### config.mk
export PLATFORM = sky130hd
export DESIGN_NAME = cfu_ram
export DESIGN_NICKNAME = d
export VERILOG_FILES = /design/src/sv/cfu_ram.sv
export SDC_FILE = /design/constraint.sdc
export NUM_CORES = 2
export LEC_CHECK = 0
export ABC_AREA = 1
export BUFFER_PORTS_ARGS = -buffer_cell sky130_fd_sc_hd__buf_4
export CELL_PAD_IN_SITES_DETAIL_PLACEMENT = 2
export CELL_PAD_IN_SITES_GLOBAL_PLACEMENT = 2
export CORE_MARGIN = 8
export CORE_UTILIZATION = 40
export DETAILED_ROUTE_END_ITERATION = 12
export PLACE_DENSITY_LB_ADDON = 0.1
export SLEW_MARGIN = 40
export SYNTH_ARGS = -nofsm -noshare
export SYNTH_HDL_FRONTEND = slang
export SYNTH_SLANG_ARGS = --single-unit
### constraint.sdc
create_clock -name clk -period 1.86 [get_ports clk]
set_input_delay 0.279 -clock clk [delete_from_list [all_inputs] [get_ports clk]]
set_output_delay 0.279 -clock clk [all_outputs]
set_load 0.02 [all_outputs]
### src/sv/cfu_ram.sv
// Generic single-write, single-read synchronous RAM with registered read data.
module cfu_ram #(
  parameter int ADDR_W = 8,
  parameter int DATA_W = 8
) (
  input  logic              clk,
  input  logic              we,
  input  logic [ADDR_W-1:0] waddr,
  input  logic [DATA_W-1:0] wdata,
  input  logic              re,
  input  logic [ADDR_W-1:0] raddr,
  output logic [DATA_W-1:0] rdata
);

  logic [DATA_W-1:0] mem [2**ADDR_W];

  always_ff @(posedge clk) begin
    if (we) begin
      mem[waddr] <= wdata;
    end
    if (re) begin
      rdata <= mem[raddr];
    end
  end

endmodule

==> metrics.txt <==
Buffers on Ports=34; CP Data Arrival Time=between 2000 and 2500 ps; Final Util=between 40 and 50%; critical path launch point=raddr[0]; worst reg-to-reg setup slack=roughly 10 ps; # fillers=20227; Sequential Area=0.0617 sq mm; Ys Warns=0; fin worst setup slack=-9.21 ps; final net count=7693; final setup violating endpoints=2; post-synth top area cell=edfxtp_1; Pre-Repair DR Iteration Count=6; CORE AREA=0.207 sq mm; multiplexer area fraction after synthesis=0%; initial antenna violation count=13; slowest CP cell=buf_16; global route total overflow=0; DRC viols=0; CP max FO=28; fraction of layout cells with a size suffix above 1=a little under a fifth; post-route ant nets=0; CTS Buf Count=223; main area contributors after synthesis=edfxtp_1 74%, nand3_1 12%, nand2_1 9.5%, buf_2 1.6%, nor2_1 1.3%; VDD IR max=about 1.1 mV; outcome=finished, violations left; Die H=473 microns; max incr delay on CP=about 210 ps; leakage power=37.2 nW; Hold Violations, Final=0; family with the most delay on the worst path=buffers and inverters; insertion delay to the later sink of the worst-skew pair=860 ps; cells after synthesis=about 7000; Crit path top cell by count=nand3_1; WP data required=2480 ps; Via density=5.68; Setup crit start kind=input pin; final period utilization=100%; commonest non-fill, non-tap cell in the layout=nand2_1; critical-path cell list=buf_16, clkinv_16, buf_16, buf_12, buf_4, buf_4, nand2_1, nand3_1, nand3_1, nand3_1, nand3_2, nand3_2, nand3_4, buf_6, nand2_4, nand2_8, nand2_2; Slew Limit Headroom=between 30% and 40%; WP buf/inv=7; Die Width=473 microns; drt initial violations=between 5000 and 6000; Hold Path Class=in2reg; post-synthesis simple-gate area fraction=22.9%; largest net degree at the start of global routing=69; Core Rows=167; CP Depth=17; unique cell type count in the Yosys netlist=13; vias in the first global route=66613; Worst Setup End Kind=register; area of the multi-input gates=around 0.021 sq mm; FF-to-FF path depth=10; largest family of logic cells by synthesized area=simple AND/OR/NAND/NOR gates; CTS tree=done; gr usage total=between 20 and 30%; Final Skew=33.3 ps; post-synthesis xor/xnor area fraction=0%; crit path kind=in2reg; post-synth top area share=~74%; worst r2r dst=rdata[7]; violated checks=setup timing; Max Cap Viol=0; final wirelength=319000 microns; power per cell area=about 1000 mW/mm^2; Synth Area in Compound Gates=0%; Worst-Margin Slew=962 ps; max-slew violations=0; via count=60517; syn avg cell area=11.9 sq um; CTS Root Cell=clkbuf_16; H-tree depth=4; routability cong.=around 0.85; dpl hpwl=209000 microns; clk sinks=2056; post-synthesis sequential area ratio=roughly 74%; Post-DP Area=0.0938 sq mm; final instance area=~0.10 sq mm; Wirelength per Cell=29.9 microns; I/O pin cnt=35; Peak Freq=roughly 530 MHz; netlist area before placement=0.0835 sq mm; pre-CTS setup slack=-1230 ps; area delta synth->final=23.0%; clock transition at the registers of the reported paths=60 ps; Starting Density=between 40% and 50%; launching point of the worst reg2reg path=mem[67][7]; clk buf depth=3; Post-Synth Adder-Cell Area=0%; first-pass GRT wire length=approximately 460000 microns; Die ar.=0.224 sq mm; commonest cells after routing, fill and taps aside=2082 x nand2_1, 2056 x edfxtp_1, 1807 x nand3_1; fin crit period=around 1900 ps; Yosys reg bits=around 2000; hold slack=about 90 ps; Critical Path Sink=rdata[3]; Mapped Nets=7030
==> per-stage QoR <==
step	TNS [ps]	cells	power (mW)
6_report	-16.1	10648	104
5_1_grt	-70.6	10644	107
4_1_cts	-43.9	10635	104
3_5_place_dp	-19730	10214	59.8
3_3_place_gp	-9590	10214	59.5
2_1_floorplan	0	7003	55.3
==> Yosys cell counts, drive strengths merged <==
cell    instances
edfxtp       2056
clkbuf        112
nand2        2123
buf           371
nor2          283
nand3        2019
inv            39
==> per-layer routing <==
layer	wire length [microns]	up-vias	global-route usage, %
li1	-	26263	-
met1	130000	32084	35.6
met2	161000	1677	48.9
met3	15500	493	3.42
met4	12100	0	9.92
met5	0	-	0
==> repair_timing <==
| action | CTS | global route |
|---|---|---|
| gates resized for setup | 187 | 110 |
| setup endpoints to repair | 11 | 8 |
| hold buffers | 10 | 0 |
| pin swaps | 39 | 42 |
| buffers inserted | 0 | 5 |
| endpoints found under the hold margin | 356 | 0 |
| gates cloned | 0 | 1 |
==> final cells by class <==
class                      count  area share [%]
timing repair inverter         1          0.0110
inverter                      39           0.189
multi-input combinational   4425            20.1
clock buffer                 279            5.85
timing repair buffer         920            9.12
sequential                  2056            60.1
tap                         2788            3.40
clock inverter               132            1.17
antenna                        8          0.0195
==> power breakdown <==
group          leakage, nW  switching, mW  internal [mW]
Combinational         15.2           5.70           2.51
Sequential            18.5         0.0444           51.1
Clock                 3.51           18.7           25.8
Total                 37.2           24.4           79.4
==> registers in the layout (all words and copies together), names as in the netlist <==
| name | count |
|---|---|
| mem | 2048 |
| rdata | 8 |
==> worst min path at each step <==
stage                  start           to  slack, ps  cells after the start
detailed placement  wdata[1]  mem[140][1]        650                      1
finish              raddr[6]     rdata[2]         90                      5
global route        raddr[6]     rdata[2]         70                      5
floorplan           wdata[0]    mem[0][0]        380                      0
global placement    wdata[1]  mem[140][1]        640                      1
CTS                 raddr[6]     rdata[2]         20                      5
==> logic make-up after synthesis <==
family | after synthesis
buffers and inverters | 522
and+or+nand+nor | 4425
DFF | 2056
==> worst min-delay path: stages <==
cell and delay [ps]:
buf_4 200, nand3_1 120, nand2_1 50, nand2_1 70, nand2_2 50
Note: power is estimated with default switching activity, not from simulation.
